### config.mk
export PLATFORM = sky130hd
export DESIGN_NAME = sprite_pixel_blend_565_555
export DESIGN_NICKNAME = d
export VERILOG_FILES = /design/src/sv/spb_pkg.sv /design/src/sv/spb_core.sv /design/src/sv/sprite_pixel_blend_565_555.sv
export SDC_FILE = /design/constraint.sdc
export NUM_CORES = 1
export LEC_CHECK = 0
export BUFFER_PORTS_ARGS = -buffer_cell sky130_fd_sc_hd__buf_2
export CAP_MARGIN = 0
export CORE_UTILIZATION = 45
export CTS_CLUSTER_SIZE = 24
export DETAILED_ROUTE_END_ITERATION = 10
export PLACE_DENSITY = 0.67
export SYNTH_ARGS = -nofsm -noshare
export SYNTH_HDL_FRONTEND = slang
export SYNTH_SLANG_ARGS = --single-unit
### constraint.sdc
create_clock -name clk_i -period 16.7 [get_ports clk_i]
set_clock_uncertainty 0.2 [all_clocks]
set_input_delay 0 -clock clk_i [delete_from_list [all_inputs] [get_ports clk_i]]
set_output_delay 0 -clock clk_i [all_outputs]
set_load 0.02 [all_outputs]
### src/sv/spb_pkg.sv
package spb_pkg;

  localparam int unsigned PixW   = 16;
  localparam int unsigned ModeW  = 3;
  localparam int unsigned AlphaW = 6;
  localparam int unsigned CfgIdxW  = 2;
  localparam int unsigned CfgDataW = 6;

  // Full alpha weight
  localparam logic [AlphaW-1:0] AlphaMax = 6'd32;

  // Average masks after the half shift
  localparam logic [PixW-1:0] AvgMask565 = 16'h7BEF;
  localparam logic [PixW-1:0] AvgMask555 = 16'h3DEF;

  // RGB555 additive: mask clearing bits 15, 10 and 5, and the carry positions
  localparam logic [PixW-1:0] AddMask555  = 16'h7BDF;
  localparam logic [PixW-1:0] AddCarry555 = 16'h8420;

  typedef enum logic [ModeW-1:0] {
    MODE_COPY  = 3'd0,
    MODE_AVG   = 3'd1,
    MODE_ADD   = 3'd2,
    MODE_SUB   = 3'd3,
    MODE_ALPHA = 3'd4,
    MODE_KEEP5 = 3'd5,
    MODE_KEEP6 = 3'd6,
    MODE_KEEP7 = 3'd7
  } mode_e;

  typedef enum logic [CfgIdxW-1:0] {
    CFG_BLEND_MODE   = 2'd0,
    CFG_FORMAT_565   = 2'd1,
    CFG_ALPHA_WEIGHT = 2'd2,
    CFG_UNUSED       = 2'd3
  } cfg_idx_e;

  typedef struct packed {
    mode_e             mode;
    logic              format_565;
    logic [AlphaW-1:0] alpha;
  } cfg_t;

endpackage

### src/sv/spb_core.sv
module spb_core import spb_pkg::*; (
  input  cfg_t            cfg_i,
  input  logic [PixW-1:0] src_i,
  input  logic [PixW-1:0] dst_i,
  output logic [PixW-1:0] pixel_o
);

  logic            w565;
  // Channels, green widened to 6 bits for both layouts
  logic [4:0]      sb, db, sr, dr;
  logic [5:0]      sg, dg;
  logic [5:0]      add_b, add_r;
  logic [6:0]      add_g;
  logic [4:0]      sat_b, sat_r;
  logic [5:0]      sat_g;
  logic [5:0]      sub_b, sub_r;
  logic [6:0]      sub_g;
  logic [4:0]      dif_b, dif_r;
  logic [5:0]      dif_g;
  logic [5:0]      inv;
  logic [9:0]      al_b, al_r;
  logic [10:0]     al_g;
  logic [PixW-1:0] avg_mask, avg_pix;
  logic [PixW-1:0] v555, c555, add555;
  logic [PixW-1:0] add_pix, sub_pix, alpha_pix;
  logic [4:0]      alr, alb;
  logic [5:0]      alg;

  assign w565 = cfg_i.format_565;

  // Split both pixels into channels
  assign sb = src_i[4:0];
  assign db = dst_i[4:0];
  assign sg = w565 ? src_i[10:5]  : {1'b0, src_i[9:5]};
  assign dg = w565 ? dst_i[10:5]  : {1'b0, dst_i[9:5]};
  assign sr = w565 ? src_i[15:11] : src_i[14:10];
  assign dr = w565 ? dst_i[15:11] : dst_i[14:10];

  // Average by half shift
  assign avg_mask = w565 ? AvgMask565 : AvgMask555;
  assign avg_pix  = ((src_i >> 1) & avg_mask) + ((dst_i >> 1) & avg_mask);

  // Additive, RGB565: saturate each channel
  assign add_b = {1'b0, sb} + {1'b0, db};
  assign add_g = {1'b0, sg} + {1'b0, dg};
  assign add_r = {1'b0, sr} + {1'b0, dr};
  assign sat_b = add_b[5] ? 5'h1F : add_b[4:0];
  assign sat_g = add_g[6] ? 6'h3F : add_g[5:0];
  assign sat_r = add_r[5] ? 5'h1F : add_r[4:0];

  // Additive, RGB555: carry-spread trick over the packed word
  assign v555   = (src_i & AddMask555) + (dst_i & AddMask555);
  assign c555   = v555 & AddCarry555;
  assign add555 = v555 | (c555 - (c555 >> 5));

  assign add_pix = w565 ? {sat_r, sat_g, sat_b} : add555;

  // Subtractive: floor negative differences, and a one-step green in RGB565
  assign sub_b = {1'b0, db} - {1'b0, sb};
  assign sub_g = {1'b0, dg} - {1'b0, sg};
  assign sub_r = {1'b0, dr} - {1'b0, sr};
  assign dif_b = sub_b[5] ? 5'd0 : sub_b[4:0];
  assign dif_r = sub_r[5] ? 5'd0 : sub_r[4:0];
  assign dif_g = (sub_g[6] || (w565 && (sub_g[5:0] < 6'd2))) ? 6'd0 : sub_g[5:0];

  assign sub_pix = w565 ? {dif_r, dif_g, dif_b} : {1'b0, dif_r, dif_g[4:0], dif_b};

  // Alpha: destination weight alpha, source weight 32 minus alpha
  assign inv  = AlphaMax - cfg_i.alpha;
  assign al_b = {4'd0, inv} * {5'd0, sb} + {4'd0, cfg_i.alpha} * {5'd0, db};
  assign al_g = {5'd0, inv} * {5'd0, sg} + {5'd0, cfg_i.alpha} * {5'd0, dg};
  assign al_r = {4'd0, inv} * {5'd0, sr} + {4'd0, cfg_i.alpha} * {5'd0, dr};
  assign alb  = al_b[9:5];
  assign alg  = al_g[10:5];
  assign alr  = al_r[9:5];

  assign alpha_pix = w565 ? {alr, alg, alb} : {1'b0, alr, alg[4:0], alb};

  // Select by mode; a zero source is transparent
  always_comb begin
    if (src_i == '0) begin
      pixel_o = dst_i;
    end else begin
      case (cfg_i.mode)
        MODE_COPY:  pixel_o = src_i;
        MODE_AVG:   pixel_o = avg_pix;
        MODE_ADD:   pixel_o = add_pix;
        MODE_SUB:   pixel_o = sub_pix;
        MODE_ALPHA: pixel_o = alpha_pix;
        default:    pixel_o = dst_i;
      endcase
    end
  end

endmodule

### src/sv/sprite_pixel_blend_565_555.sv
// Sprite pixel compositor, RGB565 or RGB555.
// Requests pass the input register, then the result register. Throughput: one
// pixel per cycle unless the output stalls; the compositing logic between the two
// registers sets the clock, and both advance together when the output is taken.
// Reset (rst_ni low, asynchronous): both stages empty, mode copy, RGB565, alpha 0.
module sprite_pixel_blend_565_555 import spb_pkg::*; (
  input  logic                clk_i,
  input  logic                rst_ni,
  // Configuration writes
  input  logic                cfg_we_i,
  input  logic [CfgIdxW-1:0]  cfg_idx_i,
  input  logic [CfgDataW-1:0] cfg_data_i,
  // Input stream
  input  logic                s_axis_tvalid,
  output logic                s_axis_tready,
  input  logic [2*PixW-1:0]   s_axis_tdata,   // [15:0] src_color, [31:16] dst_pixel
  // Output stream
  output logic                m_axis_tvalid,
  input  logic                m_axis_tready,
  output logic [PixW-1:0]     m_axis_tdata    // [15:0] out_pixel
);

  cfg_t            cfg_q, cfg_d;
  logic            in_vld_q, in_vld_d;
  logic [PixW-1:0] src_q, dst_q;
  logic            out_vld_q, out_vld_d;
  logic [PixW-1:0] pix_q, pix_d;
  logic            adv;
  logic            in_load;

  // Register writes; clamp alpha to full weight
  always_comb begin
    cfg_d = cfg_q;
    if (cfg_we_i) begin
      case (cfg_idx_e'(cfg_idx_i))
        CFG_BLEND_MODE:   cfg_d.mode = mode_e'(cfg_data_i[ModeW-1:0]);
        CFG_FORMAT_565:   cfg_d.format_565 = cfg_data_i[0];
        CFG_ALPHA_WEIGHT: cfg_d.alpha = (cfg_data_i > AlphaMax) ? AlphaMax : cfg_data_i;
        default:          cfg_d = cfg_q;
      endcase
    end
  end

  always_ff @(posedge clk_i or negedge rst_ni) begin
    if (!rst_ni) begin
      cfg_q <= '{mode: MODE_COPY, format_565: 1'b1, alpha: '0};
    end else begin
      cfg_q <= cfg_d;
    end
  end

  // Advance the input stage when the result stage is free or drains
  assign adv           = !out_vld_q || m_axis_tready;
  assign s_axis_tready = !in_vld_q || adv;
  assign in_load       = s_axis_tvalid && s_axis_tready;
  assign in_vld_d      = s_axis_tready ? s_axis_tvalid : in_vld_q;
  assign out_vld_d     = adv ? in_vld_q : out_vld_q;

  // Input register
  always_ff @(posedge clk_i or negedge rst_ni) begin
    if (!rst_ni) begin
      in_vld_q <= 1'b0;
    end else begin
      in_vld_q <= in_vld_d;
    end
  end

  always_ff @(posedge clk_i) begin
    if (in_load) begin
      src_q <= s_axis_tdata[PixW-1:0];
      dst_q <= s_axis_tdata[2*PixW-1:PixW];
    end
  end

  spb_core u_core (
    .cfg_i   (cfg_q),
    .src_i   (src_q),
    .dst_i   (dst_q),
    .pixel_o (pix_d)
  );

  // Result register
  always_ff @(posedge clk_i or negedge rst_ni) begin
    if (!rst_ni) begin
      out_vld_q <= 1'b0;
    end else begin
      out_vld_q <= out_vld_d;
    end
  end

  always_ff @(posedge clk_i) begin
    if (adv && in_vld_q) begin
      pix_q <= pix_d;
    end
  end

  assign m_axis_tvalid = out_vld_q;
  assign m_axis_tdata  = pix_q;

endmodule

; Word-level counts from Yosys, hierarchy flattened
; Index checks and enable logic that the tools add are counted.
[word_totals]
reg_bits = 60
input_bits = 45
output_inout_bits = 18
word_cells = 69
[classes]
n_addsub = 13
multipliers = 6
n_lt_le_gt_ge = 2
eq_ne = 6
mux = 17
n_bitwise = 3
reduce_logical = 14
[op_table]
columns = cell, n
row1 = case mux 16 bit (5 select lines), 1
row2 = 2-to-1 mux 16 bit, 4
row3 = multiplier 6 x 5 -> 10 bit, 4
row4 = bitwise AND 15 x 16 -> 16 bit, 2
row5 = 2-to-1 mux 5 bit, 6
row6 = 2-to-1 mux 6 bit, 5
row7 = multiplier 6 x 6 -> 11 bit, 2
row8 = adder 10 bit, 2
row9 = adder 15 x 15 -> 16 bit, 1
row10 = adder 16 bit, 1
row11 = logical NOT 16 bit, 1
row12 = OR 16 bit, 1
row13 = subtractor 16 x 11 -> 16 bit, 1
row14 = 2-to-1 mux 15 bit, 1
row15 = adder 5 x 5 -> 6 bit, 2
row16 = subtractor 5 x 5 -> 6 bit, 2
row17 = adder 11 bit, 1
row18 = adder 6 x 6 -> 7 bit, 1
row19 = subtractor 6 x 6 -> 7 bit, 1
row20 = == test 3 x 2 -> 1 bit (second input constant), 2
row21 = greater-than comparator 6 bit (second input constant), 1
row22 = less-than comparator 6 x 2 -> 1 bit (second input constant), 1
row23 = AND reduction 2 bit, 3
row24 = subtractor 6 bit (first input constant), 1
row25 = other kinds (9), 14

; Depth between registers and ports, before layout
; Gate-level depths: netlist (run 1).
[depth]
word_depth = 9
mapped_depth = 25
mapped_depth_nobuf = 22

; Cells and area by module
; A second synthesis (run 1) with hierarchy kept.
[hier_totals]
hier_cells = 1204
hier_area_um2 = 10681.5
[by_module_without_submodules]
columns = module, n_inst, cells_each, area_each_um2, seq_area_each_um2
row1 = spb_core, 1, 1119, 8697.1, 0.0
row2 = sprite_pixel_blend_565_555, 1, 85, 1984.4, 1742.9

; Worst setup path before layout (run 1)
; No wires, ideal clock.
[synth_timing]
path_kind = reg2reg
from = reg cfg_q[6] (netlist name)
to = reg pix_q[10], in the netlist m_axis_tdata[10] (data pin)
setup_ns = 0.261
arrival_ns = 6.083
t_required_ns = 16.239
path_slack_ns = 10.157
stages_incl_launch_ff = 23
n_path_buf = 3
synth_period_minus_slack_ns = 6.543
cell_sequence = dfstp_2 > clkbuf_1 > buf_1 > clkbuf_1 > a21oi_1 > inv_1 > nand2_1 > fa_1 > fa_1 > inv_1 > fa_1 > fa_1 > inv_1 > fa_1 > inv_1 > ha_1 > nand4_1 > a211o_1 > nand2_1 > xnor2_1 > o311a_1 > o2111ai_1 > o32a_1
[synth_via]
elab_chain_cells = 9
elab_cells_between_ends = 28
classes_between = add/sub (6) / mul (4) / order compare (1) / mux (13) / bitwise (2) / reduce/logical (2)
[synth_rtl]
columns = item, line
row1 = "start, declared", sprite_pixel_blend_565_555.sv:23  ; cfg_t cfg_q, cfg_d;
row2 = "start signal, assigned", sprite_pixel_blend_565_555.sv:46  ; cfg_q <= '{mode: MODE_COPY, format_565: 1'b1, alpha: '0};
row3 = "start signal, assigned", sprite_pixel_blend_565_555.sv:48  ; cfg_q <= cfg_d;
row4 = branches (longest 7 deep; another with multiplier 6 x 6 -> 11 bit), -
row5 = case mux 16 bit (5 select lines) *, spb_core.sv:84  ; case (cfg_i.mode)
row6 = 2-to-1 mux 16 bit *, spb_core.sv:81  ; if (src_i == '0) begin
row7 = via pix_d[10], sprite_pixel_blend_565_555.sv:27  ; logic [PixW-1:0] pix_q, pix_d;
row8 = "end signal, assigned", sprite_pixel_blend_565_555.sv:93  ; pix_q <= pix_d;
row9 = "end, declared", sprite_pixel_blend_565_555.sv:27
; Mark *: on every way through the listed nets, which the timed path passes.
; A chain may end at the register's enable or synchronous reset.

; Final worst setup path (run 1)
[layout_timing]
from = reg cfg_q[1] (netlist name)
to = reg pix_q[4], in the netlist m_axis_tdata[4] (data pin)
[layout_via]
elab_chain_cells = 6
elab_cells_between_ends = 7
classes_between = add/sub (2) / mul (2) / mux (3)
[layout_rtl]
columns = item, line
row1 = subtractor 6 bit, spb_core.sv:69  ; assign inv = AlphaMax - cfg_i.alpha;
row2 = multiplier 6 x 5 -> 10 bit, spb_core.sv:70  ; assign al_b = {4'd0, inv} * {5'd0, sb} + {4'd0, cfg_i.alpha} * {5'd0, db};
row3 = adder 10 bit *, spb_core.sv:70
row4 = 2-to-1 mux 16 bit *, spb_core.sv:77  ; assign alpha_pix = w565 ? {alr, alg, alb} : {1'b0, alr, alg[4:0], alb};
row5 = case mux 16 bit (5 select lines) *, spb_core.sv:84
row6 = 2-to-1 mux 16 bit *, spb_core.sv:81
row7 = via pix_d[4], sprite_pixel_blend_565_555.sv:27
; The timed path passes the listed nets; every way through them passes the cells marked *.

==> flow_metrics.env, run 1 <==
export IMPL_drc=0
export IMPL_rr_worst_depth=21
export IMPL_fmax_mhz=137.2
export IMPL_synthCells=1210
export IMPL_gp_congestion=0.9712
export IMPL_min_period_ns=7.289
export IMPL_cts_buffer_depth=2
export IMPL_fp_dieW_um=155.3
export IMPL_status="complete, no violations"
export IMPL_cts_made_buffers=9
export IMPL_first_pass_iters=5
export IMPL_post_drt_wl_per_cell_um=19.16
export IMPL_path_max_fanout=11
export IMPL_yosys_warnings=0
export IMPL_path_class="register to register"
export IMPL_insertion_delay_ns=0.36
export IMPL_hold_viol_final=0
export IMPL_yosysSeqAreaShare_pct=16.48
export IMPL_viasPerCell=5.567
export IMPL_initial_core_util_pct=46.30
export IMPL_tightest_slew_ns=0.9805
export IMPL_rr_endpoint="m_axis_tdata[4]$_DFFE_PP_"
export IMPL_dp_hpwl_um=23080
export IMPL_powerDensity_nw_per_um2=168.6
export IMPL_dieArea_um2=24120
export IMPL_finalNetCount=1595
export IMPL_slew_viol_final=0
export IMPL_port_buffers=62
export IMPL_yosys_area_top_type="fa_1"
export IMPL_cts_clk_slew_worst_paths_ns=0.06
export IMPL_syn_area_um2=10580
export IMPL_worstPathArrival_ns=7.17
export IMPL_rsz0062_at_grt="no"
export IMPL_synth_ff_type="edfxtp_1"
export IMPL_gr_total_overflow=0
export IMPL_fillers=2128
export IMPL_period_share_pct=43.65
export IMPL_track_usage_pct=27.38
export IMPL_leakagePower_uw=0.005697
export IMPL_grt_pass1_wl_um=50250
export IMPL_area_growth_pct=13.34
export IMPL_crit_path_end_kind="register"
export IMPL_synth_common_cells="198 x inv_1, 134 x nand2_1, 128 x ha_1, 124 x fa_1, 89 x nor2_1"
export IMPL_htreeDepth=3
export IMPL_post_cts_buffers=0
export IMPL_finalSetupTns_ns=0
export IMPL_drt_initial_drc_count=771
export IMPL_worstPathRequired_ns=16.58
export IMPL_cts_tree="built"
export IMPL_root_buffer="clkbuf_16"
export IMPL_synth_edff_count=48
export IMPL_syn_nets=1507
export IMPL_hold_end="cfg_q[1]$_DFFE_PN0P_"
export IMPL_avgSynthCellArea_um2=8.742
export IMPL_synthArstFlopShare_pct=20.00
export IMPL_synth_area_leaders="fa_1 23%, ha_1 15%, edfxtp_1 14%"
export IMPL_cts_sink_count=60
export IMPL_num_vias=8997
export IMPL_power_uw=2022
export IMPL_io_pin_count=63
export IMPL_ys_ff_latch=60
export IMPL_core_um2=22850
export IMPL_ys_types=65
export IMPL_hp_start="cfg_we_i"
export IMPL_n_antenna_cell=0
export IMPL_max_slew_margin_pct=34.19
export IMPL_antenna_found_initial=0
export IMPL_maxCapViolCount=0
export IMPL_ant_nets=0
export IMPL_start_kind="register"
export IMPL_dieHeight_um=155.3
export IMPL_yosys_area_top_type_share_pct=23.47
export IMPL_ir_drop_v=0.0001207
export IMPL_placed_area_um2=11180
export IMPL_drt_total_wl_um=30960
export IMPL_drive_gt1_share_pct=8.442
export IMPL_setup_viol=0
export IMPL_design_area_um2=11990
export IMPL_min_path_type="input port to register"
export IMPL_grt_max_degree=36
export IMPL_r2r_setup_slack_ns=9.41
export IMPL_rr_startpoint="cfg_q[1]$_DFFE_PN0P_"
export IMPL_synth_most_common_cell="inv_1"
export IMPL_grt_pass1_vias=9131
export IMPL_floorplan_rows=55
export IMPL_whs_path_depth=3
repair_timing:
action                    4_1_cts  5_1_grt
hold endpoints to repair       56        0
resized for setup               0        0
hold buffers                   51        0
metal layers:
layer	wire length (µm)	track usage (%)
met5	0	0
met4	807	9.570
met3	2430	4.401
met2	14380	44.17
met1	13350	37.35
worst max-delay path, cell delays in order (launching register included):
cell       delay (ns)
dfrtp_1          0.71
inv_2            0.27
ha_1             0.28
xnor2_1          0.53
buf_4            0.33
nand2_1          0.09
fa_1             0.49
inv_1            0.05
fa_1             0.50
inv_1            0.05
fa_1             0.47
fa_1             0.52
fa_1             0.56
inv_1            0.05
ha_1             0.32
a2111oi_0        0.43
o21ai_0          0.21
a31oi_1          0.33
o21ai_0          0.16
a21oi_1          0.21
xnor2_1          0.14
o21ai_0          0.12
cell families after synthesis:
kind of cell / after synthesis / synth area share, %
simple gates: 381 / 17.28
compound gates: 197 / 12.46
buf+inv: 249 / 9.061
xor+xnor: 57 / 4.720
flops: 60 / 16.48
fa+ha+maj: 252 / 38.61
mux: 14 / 1.396
placed cells by master, fill, tap and decap left out, drive strengths merged, types with 12 or more instances in the layout:
cell type	synthesis	layout
xor2	16	16
ha	128	128
buf	8	75
xnor2	41	41
nor2	89	89
nand2b	18	18
o21ai	40	40
nand2	134	134
inv	199	200
fa	124	124
and2	57	57
nor2b	22	22
a21oi	50	50
a31oi	12	12
dlygate4sd3	0	51
edfxtp	48	48
worst max-delay path by stage:
stage | startpoint | end | cells past startpoint
2_1_floorplan | cfg_q[6]$_DFFE_PN1P_ | m_axis_tdata[10]$_DFFE_PP_ | 22
3_3_place_gp | cfg_q[1]$_DFFE_PN0P_ | m_axis_tdata[4]$_DFFE_PP_ | 21
3_5_place_dp | cfg_q[1]$_DFFE_PN0P_ | m_axis_tdata[4]$_DFFE_PP_ | 21
4_1_cts | cfg_q[1]$_DFFE_PN0P_ | m_axis_tdata[4]$_DFFE_PP_ | 21
5_1_grt | cfg_q[1]$_DFFE_PN0P_ | m_axis_tdata[4]$_DFFE_PP_ | 21
6_report | cfg_q[1]$_DFFE_PN0P_ | m_axis_tdata[4]$_DFFE_PP_ | 21
sequential cells by signal, indices dropped and copies added, names as in the netlist:
name	flops
m_axis_tdata	16
dst_q	16
m_axis_tvalid	1
cfg_q	10
in_vld_q	1
src_q	16
report_power, final:
part,switching (µW),internal [µW],total [µW]
registers,34.4,194,228
logic,922,673,1600
clock network,82.3,116,199
total,1040,983,2020
through the flow:
stage	std cells	setup slack, ns	util, %	hold WS, ns
2_1_floorplan	1210	10.16	-	-0.4956
3_3_place_gp	1549	9.643	48.93	-0.3067
3_5_place_dp	1549	9.408	48.93	-0.3067
4_1_cts	1616	9.393	52.48	0.01529
5_1_grt	1616	8.937	52.48	0.1161
6_report	1616	9.411	52.48	0.03264
final cells by class:
| type | instances | area, µm² | share of cell area (%) |
|---|---|---|---|
| repair buffers | 126 | 918.4 | 7.660 |
| well taps | 313 | 391.6 | 3.267 |
| flip-flops and latches | 60 | 1743 | 14.54 |
| multi-input cells | 901 | 7885 | 65.77 |
| inverters | 200 | 750.7 | 6.262 |
| clock buffers | 9 | 225.2 | 1.879 |
| clock inverters | 7 | 75.07 | 0.6262 |
Note: power is estimated with default switching activity, not from simulation.
==> inputs of run 2 (changes only) <==
--- a/config.mk
+++ b/config.mk
@@ -5,6 +5,7 @@
 export SDC_FILE = /design/constraint.sdc
 export NUM_CORES = 1
 export LEC_CHECK = 0
+export ABC_AREA = 1
 export BUFFER_PORTS_ARGS = -buffer_cell sky130_fd_sc_hd__buf_2
 export CAP_MARGIN = 0
 export CORE_UTILIZATION = 45
==> constraint.sdc (replaced) <==
create_clock -name clk_i -period 7.35 [get_ports clk_i]
set_clock_uncertainty 0.2 [all_clocks]
set_input_delay 0 -clock clk_i [delete_from_list [all_inputs] [get_ports clk_i]]
set_output_delay 0 -clock clk_i [all_outputs]
set_load 0.02 [all_outputs]
==> flow_metrics.env, run 2 <==
export IMPL_maxCapViolCount=0
export IMPL_cp_common_cell="inv_1"
export IMPL_start_kind="register"
export IMPL_floorplan_rows=57
export IMPL_layout_commonest_cell="nand2_1"
export IMPL_rsz0062_at_grt="no"
export IMPL_setup_viol=0
export IMPL_finalSetupTns_ns=0
export IMPL_yosys_area_top_type_share_pct=22.30
export IMPL_yosys_area_top_type="fa_1"
export IMPL_synth_edff_count=48
export IMPL_cts_sink_count=60
export IMPL_post_drt_wl_per_cell_um=16.60
export IMPL_synthCells=1511
export IMPL_cts_clk_slew_worst_paths_ns=0.06
export IMPL_cpMaxStageDelayCell="dfrtp_1"
export IMPL_ys_types=53
export IMPL_worstPathArrival_ns=6.57
export IMPL_crit_path_end_kind="register"
export IMPL_syn_nets=1808
export IMPL_gr_total_overflow=0
export IMPL_fin_cells=1949
export IMPL_worstPathRequired_ns=7.26
export IMPL_drc=0
export IMPL_track_usage_pct=26.69
export IMPL_ys_ff_latch=60
export IMPL_max_slew_margin_pct=41.45
export IMPL_initial_core_util_pct=45.77
export IMPL_syn_area_um2=11130
export IMPL_synth_most_common_cell="nand2_1"
export IMPL_gp_congestion=0.9544
export IMPL_io_pin_count=63
export IMPL_r2r_setup_slack_ns=0.69
export IMPL_avgSynthCellArea_um2=7.367
export IMPL_dp_hpwl_um=25310
export IMPL_drive_gt1_share_pct=8.246
export IMPL_period_share_pct=90.62
export IMPL_cpLargestDelayFamily="adder cells"
export IMPL_dieArea_um2=25370
export IMPL_antenna_found_initial=0
export IMPL_postCtsResizedCells=0
export IMPL_core_um2=24320
export IMPL_path_max_fanout=14
export IMPL_fp_dieW_um=159.3
export IMPL_first_pass_iters=5
export IMPL_htreeDepth=3
export IMPL_yosys_warnings=0
export IMPL_hold_viol_final=0
export IMPL_finalNetCount=1917
export IMPL_drt_initial_drc_count=803
export IMPL_insertion_delay_ns=0.35
export IMPL_synthArstFlopShare_pct=20.00
export IMPL_port_buffers=62
export IMPL_grt_pass1_wl_um=52410
export IMPL_area_growth_pct=13.34
export IMPL_slowest_delay_ns=0.77
export IMPL_dieHeight_um=159.3
export IMPL_leakagePower_uw=0.006891
export IMPL_status="complete, no violations"
export IMPL_viasPerCell=5.169
export IMPL_ir_drop_v=0.0006433
export IMPL_n_antenna_cell=0
export IMPL_rr_worst_depth=21
export IMPL_worstPathCellList="inv_1, ha_1, nand2_1, fa_1, inv_1, fa_1, fa_1, fa_1, inv_1, fa_1, inv_1, ha_1, inv_1, o21ai_0, a21oi_1, nand2_4, or2_1, nand3_1, nand4_1, nand2_1, inv_1"
export IMPL_ant_nets=0
export IMPL_yosysSeqAreaShare_pct=15.66
export IMPL_path_class="register to register"
export IMPL_powerDensity_nw_per_um2=462.7
export IMPL_grt_pass1_vias=10180
export IMPL_synth_common_cells="354 x nand2_1, 336 x inv_1, 155 x nor2_1, 128 x ha_1, 124 x fa_1"
export IMPL_cts_buffer_depth=2
export IMPL_cts_tree="built"
export IMPL_num_vias=10070
export IMPL_fmax_mhz=150.1
export IMPL_min_period_ns=6.661
export IMPL_drt_total_wl_um=32340
export IMPL_synth_ff_type="edfxtp_1"
export IMPL_grt_max_degree=28
export IMPL_path_buf_inv=6
export IMPL_slew_viol_final=0
export IMPL_tightest_slew_ns=0.8691
export IMPL_path_depth=21
export IMPL_cts_made_buffers=9
export IMPL_mostFrequentLayoutCells="354 x nand2_1, 336 x inv_1, 155 x nor2_1"
export IMPL_synth_area_leaders="fa_1 22%, ha_1 14%, edfxtp_1 13%"
export IMPL_placed_cells=1878
export IMPL_whs_path_depth=4
export IMPL_root_buffer="clkbuf_16"
export IMPL_min_path_type="input port to register"
## run 2: changes by cell type after synthesis, moves of 22 or more
cell / previous run / this run
xnor2_1: 41 / 8
nor2b_1: 22 / 0
nor2_1: 89 / 155
clkbuf_1: 41 / 12
nand2_1: 134 / 354
and2_1: 57 / 1
nand4_1: 6 / 28
inv_1: 198 / 336
nand3_1: 10 / 78
## run 2: per-stage QoR
step / hold WS, ns / utilization, % / power (µW) / setup slack (ns) / area (µm²)
after detailed placement: -0.2688 / 48.41 / 5310 / 0.7853 / 11770
after global routing: 0.1102 / 51.88 / 6635 / 0.4173 / 12620
after floorplan: -0.4956 / - / 4278 / 1.483 / 11130
final: 0.03140 / 51.88 / 5838 / 0.6892 / 12620
after CTS: 0.05913 / 51.88 / 5837 / 0.7641 / 12620
after global placement: -0.2691 / 48.41 / 5239 / 0.9604 / 11770
## run 2: final cells by class
type	count	area, µm²
Fill cell	2345	11700
Tap cell	324	405.4
Clock inverter	6	65.06
Clock buffer	10	229.0
Timing Repair Buffer	126	928.4
Inverter	347	1308
Multi-Input combinational cell	1076	7939
Sequential cell	60	1743
## run 2: where the power goes
part / switching, µW / internal [µW] / total, µW
combinational: 2980 / 1880 / 4860
sequential: 86.2 / 452 / 538
clock: 181 / 263 / 444
## run 2: what timing repair did
action,CTS,global route
buffers inserted,0,0
setup endpoints to repair,0,0
hold buffers,55,0
hold endpoints to repair,56,0
## run 2: worst reg2reg max path: stages, from the launching register on
cell	delay, ns
dfrtp_1	0.77
inv_1	0.30
ha_1	0.77
nand2_1	0.18
fa_1	0.58
inv_1	0.06
fa_1	0.53
fa_1	0.46
fa_1	0.56
inv_1	0.06
fa_1	0.55
inv_1	0.05
ha_1	0.33
inv_1	0.09
o21ai_0	0.11
a21oi_1	0.23
nand2_4	0.10
or2_1	0.23
nand3_1	0.08
nand4_1	0.09
nand2_1	0.08
inv_1	0.04
## run 2: final timing paths
kind                                       from                          to
setup / recovery           cfg_q[1]$_DFFE_PN0P_  m_axis_tdata[12]$_DFFE_PP_
hold / removal                     cfg_idx_i[1]        cfg_q[3]$_DFFE_PN0P_
setup reg to reg           cfg_q[1]$_DFFE_PN0P_  m_axis_tdata[12]$_DFFE_PP_
hold reg to reg            in_vld_q$_DFFE_PN0N_   m_axis_tvalid$_DFFE_PN0P_
max in group asynchronous                rst_ni        cfg_q[9]$_DFFE_PN0P_
min in group asynchronous                rst_ni        cfg_q[6]$_DFFE_PN1P_
## run 2: routing by layer
| metal | global-route usage (%) | vias to the layer above | share of wire (%) |
|---|---|---|---|
| li1 | - | 4880 | - |
| met1 | 35.00 | 4781 | 43 |
| met2 | 44.22 | 345 | 47 |
| met3 | 4.011 | 68 | 6.2 |
| met4 | 10.80 | 0 | 3.4 |
| met5 | 0 | - | 0 |
## run 2: cells by family after synthesis
group | synth area share (%)
buffers and inverters | 13.06
DFF | 15.66
xor gates and xnor gates | 2.046
and+or+nand+nor | 25.65
AOI/OAI and AO/OA | 6.901
adders and majority gates | 36.69
